--- src/rtl/idwm_pkg.sv ---
`default_nettype none

package idwm_pkg;

  // Defaults for the top-level parameters
  localparam int RELIEF_DIV_DEF        = 4;
  localparam int WINDOW_COUNT_BITS_DEF = 16;

  // Configuration port
  localparam int CFG_DATA_W  = 32;
  localparam int CFG_INDEX_W = 3;

  localparam logic [CFG_INDEX_W-1:0] REG_WINDOW_TICKS       = 3'd0;
  localparam logic [CFG_INDEX_W-1:0] REG_BUDGET_CYCLES      = 3'd1;
  localparam logic [CFG_INDEX_W-1:0] REG_CYCLES_PER_US      = 3'd2;
  localparam logic [CFG_INDEX_W-1:0] REG_STALL_WINDOW_LIMIT = 3'd3;
  localparam logic [CFG_INDEX_W-1:0] REG_RELIEF_ENABLE      = 3'd4;

  // Register reset values
  localparam logic [15:0] WINDOW_TICKS_RST       = 16'd400;
  localparam logic [31:0] BUDGET_CYCLES_RST      = 32'd24000;
  localparam logic [12:0] CYCLES_PER_US_RST      = 13'd1;
  localparam logic [7:0]  STALL_WINDOW_LIMIT_RST = 8'd3;

  // Divisor width of the shared divider (tick counts and cycles per us fit)
  localparam int DEN_W = 32;

  localparam int          PERCENT_SCALE = 100;
  localparam logic [7:0]  STALL_MAX     = 8'd255;

  typedef struct packed {
    logic [31:0] isr_cycles;
    logic [31:0] enc_cycles;
    logic        enc_measured;
    logic [31:0] loop_cycles;
    logic [31:0] main_heartbeat;
  } tick_t;

  typedef struct packed {
    logic        skip_control;
    logic        over_budget;
    logic [31:0] isr_us_now;
    logic [31:0] isr_us_peak;
    logic [31:0] overrun_total;
    logic        window_done;
    logic [31:0] win_isr_us_max;
    logic [31:0] win_enc_us_max;
    logic [31:0] win_loop_us_max;
    logic [6:0]  win_over_percent;
    logic        keeper_request;
    logic        relief_active;
  } report_t;

endpackage

`default_nettype wire

--- src/rtl/idwm_div.sv ---
`default_nettype none

// Restoring divider, one quotient bit per cycle. done pulses for one cycle
// with the quotient on quot.
module idwm_div #(
  parameter int NW = 32,
  parameter int DW = 32
) (
  input  wire logic          clk,
  input  wire logic          rst,
  input  wire logic          start,
  input  wire logic [NW-1:0] num,
  input  wire logic [DW-1:0] den,
  output logic               done,
  output logic [NW-1:0]      quot
);

  localparam int CNT_W = $clog2(NW + 1);

  logic             busy;
  logic [CNT_W-1:0] cnt;
  logic [DW-1:0]    rem;
  logic [DW-1:0]    dvs;
  logic [NW-1:0]    q;
  logic [DW:0]      trial;
  logic             ge;

  // Shift in the next numerator bit and try a subtract
  always_comb begin
    trial = {rem, q[NW-1]};
    ge    = (trial >= {1'b0, dvs});
  end

  always_ff @(posedge clk) begin
    if (rst) begin
      busy <= 1'b0;
      done <= 1'b0;
      cnt  <= '0;
    end else begin
      done <= 1'b0;
      if (start) begin
        busy <= 1'b1;
        cnt  <= CNT_W'(NW);
        q    <= num;
        rem  <= '0;
        dvs  <= den;
      end else if (busy) begin
        q   <= {q[NW-2:0], ge};
        rem <= ge ? DW'(trial - {1'b0, dvs}) : trial[DW-1:0];
        cnt <= cnt - CNT_W'(1);
        if (cnt == CNT_W'(1)) begin
          busy <= 1'b0;
          done <= 1'b1;
        end
      end
    end
  end

  assign quot = q;

endmodule

`default_nettype wire

--- src/rtl/isr_deadline_window_monitor.sv ---
`default_nettype none

// Handler timing monitor. Each tick transfer carries the handler, encoder and
// loop cycle counts and the main-loop heartbeat; one report transfer follows
// per tick. All cycle-to-microsecond conversions and the overrun percentage
// run through one shared restoring divider of NW = max(32, WINDOW_COUNT_BITS
// + 7) bits, one quotient bit per cycle. A tick that does not close a window
// needs one division and a tick that closes a window needs five; all of
// them end before the next tick transfer can be taken. tick_stall is high
// while a tick is being worked on. A finished report waits in the output
// register without holding up the next tick transfer; if it is still waiting
// when the following report is ready, that report is held back and
// tick_stall stays high until the register is taken.
// Configuration writes are meant for times when no tick is in flight.
module isr_deadline_window_monitor #(
  parameter int RELIEF_DIV        = idwm_pkg::RELIEF_DIV_DEF,
  parameter int WINDOW_COUNT_BITS = idwm_pkg::WINDOW_COUNT_BITS_DEF
) (
  input  wire logic                             clk,
  input  wire logic                             rst,
  input  wire logic                             cfg_we,
  input  wire logic [idwm_pkg::CFG_INDEX_W-1:0] cfg_index,
  input  wire logic [idwm_pkg::CFG_DATA_W-1:0]  cfg_data,
  input  wire logic                             tick_valid,
  output logic                                  tick_stall,
  input  wire idwm_pkg::tick_t                  tick,
  output logic                                  report_valid,
  input  wire logic                             report_stall,
  output idwm_pkg::report_t                     report
);

  localparam int W       = WINDOW_COUNT_BITS;
  localparam int PHASE_W = $clog2(RELIEF_DIV);
  localparam int NW      = (W + 7 > 32) ? W + 7 : 32;
  localparam int DW      = idwm_pkg::DEN_W;

  typedef enum logic [2:0] {
    S_IDLE, S_NOW, S_ISR, S_ENC, S_LOOP, S_PCT, S_OUT
  } state_t;

  // Configuration registers
  logic [15:0] window_ticks;
  logic [31:0] budget_cycles;
  logic [12:0] cycles_per_us;
  logic [7:0]  stall_window_limit;
  logic        relief_enable;

  always_ff @(posedge clk) begin
    if (rst) begin
      window_ticks       <= idwm_pkg::WINDOW_TICKS_RST;
      budget_cycles      <= idwm_pkg::BUDGET_CYCLES_RST;
      cycles_per_us      <= idwm_pkg::CYCLES_PER_US_RST;
      stall_window_limit <= idwm_pkg::STALL_WINDOW_LIMIT_RST;
      relief_enable      <= 1'b0;
    end else if (cfg_we) begin
      case (cfg_index)
        idwm_pkg::REG_WINDOW_TICKS:       window_ticks       <= cfg_data[15:0];
        idwm_pkg::REG_BUDGET_CYCLES:      budget_cycles      <= cfg_data[31:0];
        idwm_pkg::REG_CYCLES_PER_US:      cycles_per_us      <= cfg_data[12:0];
        idwm_pkg::REG_STALL_WINDOW_LIMIT: stall_window_limit <= cfg_data[7:0];
        idwm_pkg::REG_RELIEF_ENABLE:      relief_enable      <= cfg_data[0];
        default: ;
      endcase
    end
  end

  // Monitor state
  state_t             state;
  logic [W-1:0]       win_count;
  logic [W-1:0]       win_overruns;
  logic [31:0]        win_isr_peak;
  logic [31:0]        win_enc_peak;
  logic [31:0]        win_loop_peak;
  logic [31:0]        last_heartbeat;
  logic [7:0]         stalled_windows;
  logic               relief_mode;
  logic [PHASE_W-1:0] tick_phase;
  logic [31:0]        lifetime_us_peak;
  logic [31:0]        lifetime_overruns;

  // Window snapshot kept for the close-time divisions
  logic               closing;
  logic [31:0]        snap_isr;
  logic [31:0]        snap_enc;
  logic [31:0]        snap_loop;
  logic [W-1:0]       snap_ovr;
  logic [W-1:0]       snap_cnt;
  idwm_pkg::report_t  res;

  // Shared divider
  logic          div_start;
  logic [NW-1:0] div_num;
  logic [DW-1:0] div_den;
  logic          div_done;
  logic [NW-1:0] div_quot;

  idwm_div #(
    .NW(NW),
    .DW(DW)
  ) u_div (
    .clk  (clk),
    .rst  (rst),
    .start(div_start),
    .num  (div_num),
    .den  (div_den),
    .done (div_done),
    .quot (div_quot)
  );

  // Per-tick update of the window and stall state
  logic [W-1:0]       wmax;
  logic [PHASE_W-1:0] phase_upd;
  logic               skip;
  logic               over;
  logic [31:0]        enc_upd;
  logic [31:0]        loop_upd;
  logic [31:0]        isr_upd;
  logic [W-1:0]       cnt_upd;
  logic [W-1:0]       ovr_upd;
  logic               close;
  logic               hb_moved;
  logic [7:0]         stalled_upd;
  logic               relief_upd;
  logic [12:0]        per;
  logic [31:0]        quot32;
  logic               tick_xfer;
  idwm_pkg::report_t  res_start;

  always_comb begin
    wmax      = '1;
    phase_upd = (tick_phase == PHASE_W'(RELIEF_DIV - 1)) ? '0 : tick_phase + PHASE_W'(1);
    skip      = relief_mode && relief_enable && (phase_upd == '0);
    over      = tick.isr_cycles > budget_cycles;
    enc_upd   = (tick.enc_measured && tick.enc_cycles > win_enc_peak) ?
                tick.enc_cycles : win_enc_peak;
    loop_upd  = (!skip && tick.loop_cycles > win_loop_peak) ?
                tick.loop_cycles : win_loop_peak;
    isr_upd   = (tick.isr_cycles > win_isr_peak) ? tick.isr_cycles : win_isr_peak;
    cnt_upd   = (win_count < wmax) ? win_count + W'(1) : win_count;
    ovr_upd   = (over && win_overruns < wmax) ? win_overruns + W'(1) : win_overruns;
    close     = (33'(cnt_upd) >= 33'(window_ticks)) || (cnt_upd == wmax);
    hb_moved  = tick.main_heartbeat != last_heartbeat;
    stalled_upd = (stalled_windows < idwm_pkg::STALL_MAX) ?
                  stalled_windows + 8'd1 : stalled_windows;
    relief_upd = relief_mode;
    if (close) begin
      if (hb_moved) begin
        relief_upd = 1'b0;
      end else if (relief_enable && stalled_upd >= stall_window_limit) begin
        relief_upd = 1'b1;
      end
    end
    per       = (cycles_per_us == '0) ? 13'd1 : cycles_per_us;
    quot32    = div_quot[31:0];
    tick_xfer = tick_valid && !tick_stall;

    // report fields known at the tick transfer; divisions fill in the rest
    res_start                = '0;
    res_start.skip_control   = skip;
    res_start.over_budget    = over;
    res_start.overrun_total  = lifetime_overruns + 32'(over);
    res_start.window_done    = close;
    res_start.keeper_request = close && !hb_moved;
    res_start.relief_active  = relief_upd;
  end

  assign tick_stall = (state != S_IDLE);

  // Sequencer, monitor state and output register
  always_ff @(posedge clk) begin
    if (rst) begin
      state             <= S_IDLE;
      win_count         <= '0;
      win_overruns      <= '0;
      win_isr_peak      <= '0;
      win_enc_peak      <= '0;
      win_loop_peak     <= '0;
      last_heartbeat    <= '0;
      stalled_windows   <= '0;
      relief_mode       <= 1'b0;
      tick_phase        <= '0;
      lifetime_us_peak  <= '0;
      lifetime_overruns <= '0;
      div_start         <= 1'b0;
      report_valid      <= 1'b0;
    end else begin
      div_start <= 1'b0;
      // S_OUT sets valid itself when it loads the register
      if (report_valid && !report_stall && state != S_OUT) begin
        report_valid <= 1'b0;
      end
      case (state)
        S_IDLE: begin
          if (tick_xfer) begin
            tick_phase        <= phase_upd;
            lifetime_overruns <= lifetime_overruns + 32'(over);
            closing           <= close;
            snap_isr          <= isr_upd;
            snap_enc          <= enc_upd;
            snap_loop         <= loop_upd;
            snap_ovr          <= ovr_upd;
            snap_cnt          <= cnt_upd;
            res               <= res_start;
            relief_mode       <= relief_upd;

            if (close) begin
              win_count     <= '0;
              win_overruns  <= '0;
              win_isr_peak  <= '0;
              win_enc_peak  <= '0;
              win_loop_peak <= '0;
              if (hb_moved) begin
                last_heartbeat  <= tick.main_heartbeat;
                stalled_windows <= '0;
              end else begin
                stalled_windows <= stalled_upd;
              end
            end else begin
              win_count     <= cnt_upd;
              win_overruns  <= ovr_upd;
              win_isr_peak  <= isr_upd;
              win_enc_peak  <= enc_upd;
              win_loop_peak <= loop_upd;
            end

            div_num   <= NW'(tick.isr_cycles);
            div_den   <= DW'(per);
            div_start <= 1'b1;
            state     <= S_NOW;
          end
        end
        S_NOW: begin
          if (div_done) begin
            res.isr_us_now <= quot32;
            if (quot32 > lifetime_us_peak) begin
              lifetime_us_peak <= quot32;
              res.isr_us_peak  <= quot32;
            end else begin
              res.isr_us_peak  <= lifetime_us_peak;
            end
            if (closing) begin
              div_num   <= NW'(snap_isr);
              div_start <= 1'b1;
              state     <= S_ISR;
            end else begin
              state <= S_OUT;
            end
          end
        end
        S_ISR: begin
          if (div_done) begin
            res.win_isr_us_max <= quot32;
            div_num   <= NW'(snap_enc);
            div_start <= 1'b1;
            state     <= S_ENC;
          end
        end
        S_ENC: begin
          if (div_done) begin
            res.win_enc_us_max <= quot32;
            div_num   <= NW'(snap_loop);
            div_start <= 1'b1;
            state     <= S_LOOP;
          end
        end
        S_LOOP: begin
          if (div_done) begin
            res.win_loop_us_max <= quot32;
            div_num   <= NW'(snap_ovr) * NW'(idwm_pkg::PERCENT_SCALE);
            div_den   <= DW'(snap_cnt);
            div_start <= 1'b1;
            state     <= S_PCT;
          end
        end
        S_PCT: begin
          if (div_done) begin
            res.win_over_percent <= div_quot[6:0];
            state <= S_OUT;
          end
        end
        S_OUT: begin
          if (!report_valid || !report_stall) begin
            report       <= res;
            report_valid <= 1'b1;
            state        <= S_IDLE;
          end
        end
        default: state <= S_IDLE;
      endcase
    end
  end

  // Checks

  // The divider only finishes while the sequencer waits on it
  a_div_done_in_div_state: assert property (@(posedge clk) disable iff (rst)
    div_done |-> (state == S_NOW || state == S_ISR || state == S_ENC ||
                  state == S_LOOP || state == S_PCT))
    else $error("divider finished outside a division step");

  // Window fields stay zero on a report that did not close a window
  a_open_window_zero: assert property (@(posedge clk) disable iff (rst)
    (report_valid && !report.window_done) |->
      (report.win_over_percent == 7'd0 && !report.keeper_request &&
       report.win_isr_us_max == 32'd0))
    else $error("window fields set on a report without a window close");

  // Overrun share never tops one hundred percent
  a_percent_range: assert property (@(posedge clk) disable iff (rst)
    report_valid |-> (report.win_over_percent <= 7'd100))
    else $error("overrun percentage out of range");

endmodule

`default_nettype wire
--- config.mk ---
export PLATFORM = sky130hd
export DESIGN_NAME = isr_deadline_window_monitor
export DESIGN_NICKNAME = d
export VERILOG_FILES = /design/src/rtl/idwm_pkg.sv /design/src/rtl/idwm_div.sv /design/src/rtl/isr_deadline_window_monitor.sv
export SDC_FILE = /design/constraint.sdc
export NUM_CORES = 2
export LEC_CHECK = 0
export BUFFER_PORTS_ARGS = -buffer_cell sky130_fd_sc_hd__buf_2
export CAP_MARGIN = 40
export CORE_UTILIZATION = 40
export DETAILED_ROUTE_END_ITERATION = 8
export HOLD_SLACK_MARGIN = 0.1
export PLACE_DENSITY_LB_ADDON = 0.1
export SYNTH_ARGS = -nofsm -noshare
export SYNTH_HDL_FRONTEND = slang
export SYNTH_SLANG_ARGS = --single-unit
--- constraint.sdc ---
create_clock -name clk -period 29.2 [get_ports clk]
set_input_delay 5.84 -clock clk [delete_from_list [all_inputs] [get_ports clk]]
set_output_delay 5.84 -clock clk [all_outputs]
set_load 0.02 [all_outputs]
After elaboration in Yosys (flattened, before gate mapping)
Index checks and enable logic that the tools add are counted.
{ "word_totals": {"reg_bits": 1014, "latch_bits": 0, "mem_bits_rw": 0, "mem_bits_ro": 0, "in_bits": 169, "output_inout_bits": 206, "wordCells": 217, "mem_count": 0} }
{ "classes": {"n_addsub": 7, "n_mul": 1, "div": 0, "magnitude_cmp": 11, "eq_ne": 23, "shift": 0, "n_mux": 64, "n_bitwise": 2, "n_reduce_logical": 52} }
{ "ops": {"columns": ["operator", "n"], "rows": [
  ["$mux 32", 20],
  ["$pmux 32 s2", 4],
  ["$mux 202", 1],
  ["$gt 32x32->1", 5],
  ["$pmux 32 s5", 1],
  ["$pmux 64 s2", 1],
  ["$mux 16", 4],
  ["$mux 64", 1],
  ["$ge 33x32->1", 1],
  ["$add 16x1->16 const B", 2],
  ["$add 32x1->32", 1],
  ["$lt 16x16->1 const B", 2],
  ["$ne 32x32->1", 1],
  ["$sub 32x32->32", 1],
  ["$mux 3", 8],
  ["$reduce_and 4->1", 6],
  ["$mul 16x5->21 const B", 1],
  ["$pmux 3 s7", 1],
  ["$reduce_and 2->1", 9],
  ["$eq 16x16->1 const B", 1],
  ["$ge 16x16->1", 1],
  ["$mux 8", 2],
  ["$mux 1", 14],
  ["$pmux 7 s2", 1],
  ["33 further kinds", 71]
]} }

Depth between registers and ports, before layout
{ "logic_depth": {"ltp_word": 9, "mapped_depth": 22, "mapped_depth_nobuf": 19} }

Hierarchy
Synthesis repeated with hierarchy kept, for this count alone.
{ "unflattened": {"hier_cells": 4023, "hier_area_um2": 46537.1} }
{ "modules_own_cells": {"columns": ["mod", "n_inst", "cells_each", "area_per_inst_um2", "seq_area_each_um2"], "rows": [
  ["isr_deadline_window_monitor", 1, 3484, 40442.5, 23742.8],
  ["idwm_div", 1, 539, 6094.6, 3042.9]
]} }

Worst setup path after synthesis
OpenSTA, ideal clock, no wires.
{ "synth_path": {"path_kind": "in2reg", "from": "input port rst", "to": "register report[0] (netlist name) (enable)", "setup_time_ns": 1.060, "arrival_time_ns": 21.056, "t_required_ns": 28.140, "path_slack_ns": 7.084, "stages": 3, "n_path_buf": 2, "cell_sequence": "clkbuf_1 > clkbuf_1 > nor3b_1"} }
{ "synth_via": {"elab_chain_cells": 2} }
{ "synth_rtl": {"columns": ["element", "line_no", "source"], "rows": [
  ["from (decl)", "isr_deadline_window_monitor.sv:20", "input wire logic rst,"],
  ["$not 1->1 (no line)", null, null],
  ["$reduce_and 3->1 (no line)", null, null],
  ["to (signal assigned)", "isr_deadline_window_monitor.sv:283", "report <= res;"],
  ["to (decl)", "isr_deadline_window_monitor.sv:29", "output idwm_pkg::report_t report"]
]} }
No other way between the ends.
A chain may end at the register's enable or synchronous reset.

Final worst setup path
{ "layout_path": {"from": "input port tick[112] (netlist name)", "to": "register lifetime_overruns[24]"} }
{ "layout_via": {"elab_chain_cells": 2} }
{ "layout_rtl": {"columns": ["element", "line_no", "source"], "rows": [
  ["from (decl)", "isr_deadline_window_monitor.sv:26", "input wire idwm_pkg::tick_t tick,"],
  ["$gt 32x32->1", "isr_deadline_window_monitor.sv:133", "over = tick.isr_cycles > budget_cycles;"],
  ["named net over", "isr_deadline_window_monitor.sv:114", "logic over;"],
  ["$add 32x1->32", "isr_deadline_window_monitor.sv:196", "lifetime_overruns <= lifetime_overruns + 32'(over);"],
  ["to (signal assigned)", "isr_deadline_window_monitor.sv:196", null],
  ["to (decl)", "isr_deadline_window_monitor.sv:79", "logic [31:0] lifetime_overruns;"]
]} }
The timed path passes the listed nets, and every way through them passes these cells.

==> impl_metrics.tcl <==
set metrics [dict create \
    synth_compound_area_frac 0.100 \
    clk_pin_slew_worst_paths_ps 60 \
    drc 0 \
    syn_inst 3882 \
    maxCapViolations 0 \
    synth-adder-area-share 0.0776 \
    synth_ff_type "edfxtp_1" \
    fmax_mhz 100 \
    seq_area_frac_synth 0.585 \
    die_w_um 337 \
    fillers 10250 \
    wl_per_cell_um 21.1 \
    status "complete, no violations" \
    setup.worst_path.start "tick[112]" \
    areaGrowthSynthToFinish_pct 16.3 \
    synth_simple_gate_area_frac 0.122 \
    cp.required_ps 29830 \
    cts_setup_buffers 0 \
    synthTopCellsByArea "edfxtp_1 44%, dfxtp_1 14%, ha_1 7.2%" \
    globalRouteOverflowTotal 0 \
    grt_max_degree 69 \
    grt_pass1_vias 28458 \
    cts_num_sinks 982 \
    grt_pass1_wl_um 182000 \
    finalCritPeriodShare 0.342 \
    crit_type "in2reg" \
    grt_antenna_before_repair 19 \
    io_buffers 374 \
    cp.arrival_ps 10610 \
    grt_usage 0.214 \
    ctsHoldBuffers 0 \
    placed_cell_area_um2 48600 \
    slew_headroom 0.414 \
    cts_made_buffers 107 \
    finClkSkew_ps 24.7 \
    slew_viol_final 0 \
    worstHoldStart "res[23]" \
    ant_nets 0 \
    cts_resized 0 \
    num_vias 29899 \
    synth.area.mux_share 0.0426 \
    end_kind "flip-flop" \
    place.gp.congestion 0.865 \
    clockRootBuffer "clkbuf_16" \
    min_period_ps 9980 \
    synth_cell_types 90 \
    synth_top_family_by_area "simple AND/OR/NAND/NOR gates" \
    fp.dieH_um 337 \
    rsz0062_at_grt "false" \
    yosysMostFrequentCell "edfxtp_1" \
    hold_viol 0 \
    critPathLaunchType "input port" \
    yosys.area.top_type "edfxtp_1" \
    tightest_slew_ps 875 \
    ir_worst_vdd_v 0.0000494 \
    drive_above_1_share 0.163 \
    clk_path_buf_depth 3 \
    fin_nets 4681 \
    leakage_nw 19.9 \
    synth_area_um2 45000 \
    synthTopCellsByCount "664 x edfxtp_1, 381 x nand2_1, 318 x dfxtp_1" \
    powerDensity_nw_per_um2 62.1 \
    dp_hpwl_um 88200 \
    synth_nets 4323 \
    async_flop_share 0 \
    ys_ff_latch 982 \
    r2r_start "win_count[8]" \
    synth_edf_count 664 \
    wirelength_um 123000 \
    synth_xor_area_frac 0.0304 \
    rows 122 \
    h-tree-depth 3 \
    clk_latency_ps 700 \
    via_per_inst 5.13 \
    ios 375 \
    setup_viol 0 \
    core_um2 111000 \
    fin_area_um2 52300 \
    tns_ps 0 \
    initial_core_util 0.405 \
    drtIter0Drc 2241 \
    ys_warn_count 0 \
    tritoncts "built" \
    synth_area_per_cell_um2 11.6 \
    hp-class "reg2reg" \
    synth_top_area_frac 0.443 \
    dieArea_um2 114000 \
    dr.pass1.iters 6 \
    crit_fanout 12 \
]
layer usage:
layer | track usage | up-vias | part of all wire | wire, um
li1 | - | 14622 | - | -
met1 | 0.296 | 14422 | 0.46 | 56300
met2 | 0.348 | 682 | 0.47 | 57900
met3 | 0.0340 | 149 | 0.052 | 6390
met4 | 0.0552 | 24 | 0.019 | 2340
met5 | 0 | - | 0.0013 | 155
layout by cell type, fill, tap and decap left out, types with 94 or more instances in the layout:
master     synthesis  layout
o21ai_0          167     167
ha_1             260     260
a21oi_1          185     182
edfxtp_1         664     664
clkbuf_16          0     109
a22o_1           107     107
xnor2_1           94      94
dfxtp_1          318     314
and2_1           109     109
nor2_1           311     304
buf_2             22     373
inv_1            275     275
mux2i_1          123     123
nand2_1          381     380
area by class of cell:
class | instances | area (um^2) | share of cell area
diodes | 5 | 12.5 | 0.000239
clock inverters | 74 | 851 | 0.0163
flip-flops and latches | 982 | 26300 | 0.503
repair buffers | 431 | 2470 | 0.0472
multi-input cells | 2443 | 16900 | 0.324
inverters | 275 | 1030 | 0.0197
well taps | 1488 | 1860 | 0.0356
clock buffers | 130 | 2850 | 0.0544
worst paths after layout:
check | to | slack, ps | cells past startpoint
max reg2reg | win_loop_peak[9] | 23500 | 18
min | report[23] | 410 | 0
max | lifetime_overruns[24] | 19220 | 16
min reg2reg | report[23] | 410 | 0
logic make-up (layout without fill, tap and decap cells):
| family | Yosys count | count (layout) |
|---|---|---|
| xor+xnor | 156 | 156 |
| other cells | 0 | 5 |
| compound gates | 694 | 694 |
| simple gates | 1148 | 1148 |
| flops | 982 | 982 |
| mux | 173 | 173 |
| fa+ha+maj | 272 | 272 |
| buf+inv | 457 | 910 |
sequential cells by signal (all words and copies together), names as in the netlist, 32 cells and up:
signal / count
last_heartbeat: 32
win_loop_peak: 32
u_div.rem: 32
lifetime_us_peak: 32
budget_cycles: 32
div_num: 32
res: 204
win_enc_peak: 32
win_isr_peak: 32
u_div.quot: 32
report: 204
snap_isr: 32
lifetime_overruns: 32
snap_loop: 32
snap_enc: 32
report_power, final:
group / total, mW / switching [mW] / internal [mW]
logic: 0.277 / 0.172 / 0.104
clock network: 1.41 / 0.580 / 0.832
registers: 1.56 / 0.0292 / 1.53
per-stage QoR:
stage               power (mW)   util  setup WS, ps  cells  hold slack, ps
finish                    3.25  0.471         19220   5828             413
global route              3.37  0.471         18960   5824             419
CTS                       3.29  0.471         19270   5822             406
detailed placement        1.87  0.437         18560   5618             405
global placement          1.86  0.435         18570   5607             400
floorplan                 1.76      -          7080   3882             400
worst max-delay path, stage by stage:
cell and delay (ps):
buf_2 150, ha_1 330, nand4_1 150, nor4_1 540, a2111oi_0 200, o21ai_0 210
buf_4 220, and2_1 340, ha_1 300, nand3_2 140, or4_1 640, nor4_4 370
and2_1 300, nand4_1 320, or3_1 400, a21oi_1 150
Note: power is estimated with default switching activity, not from simulation.
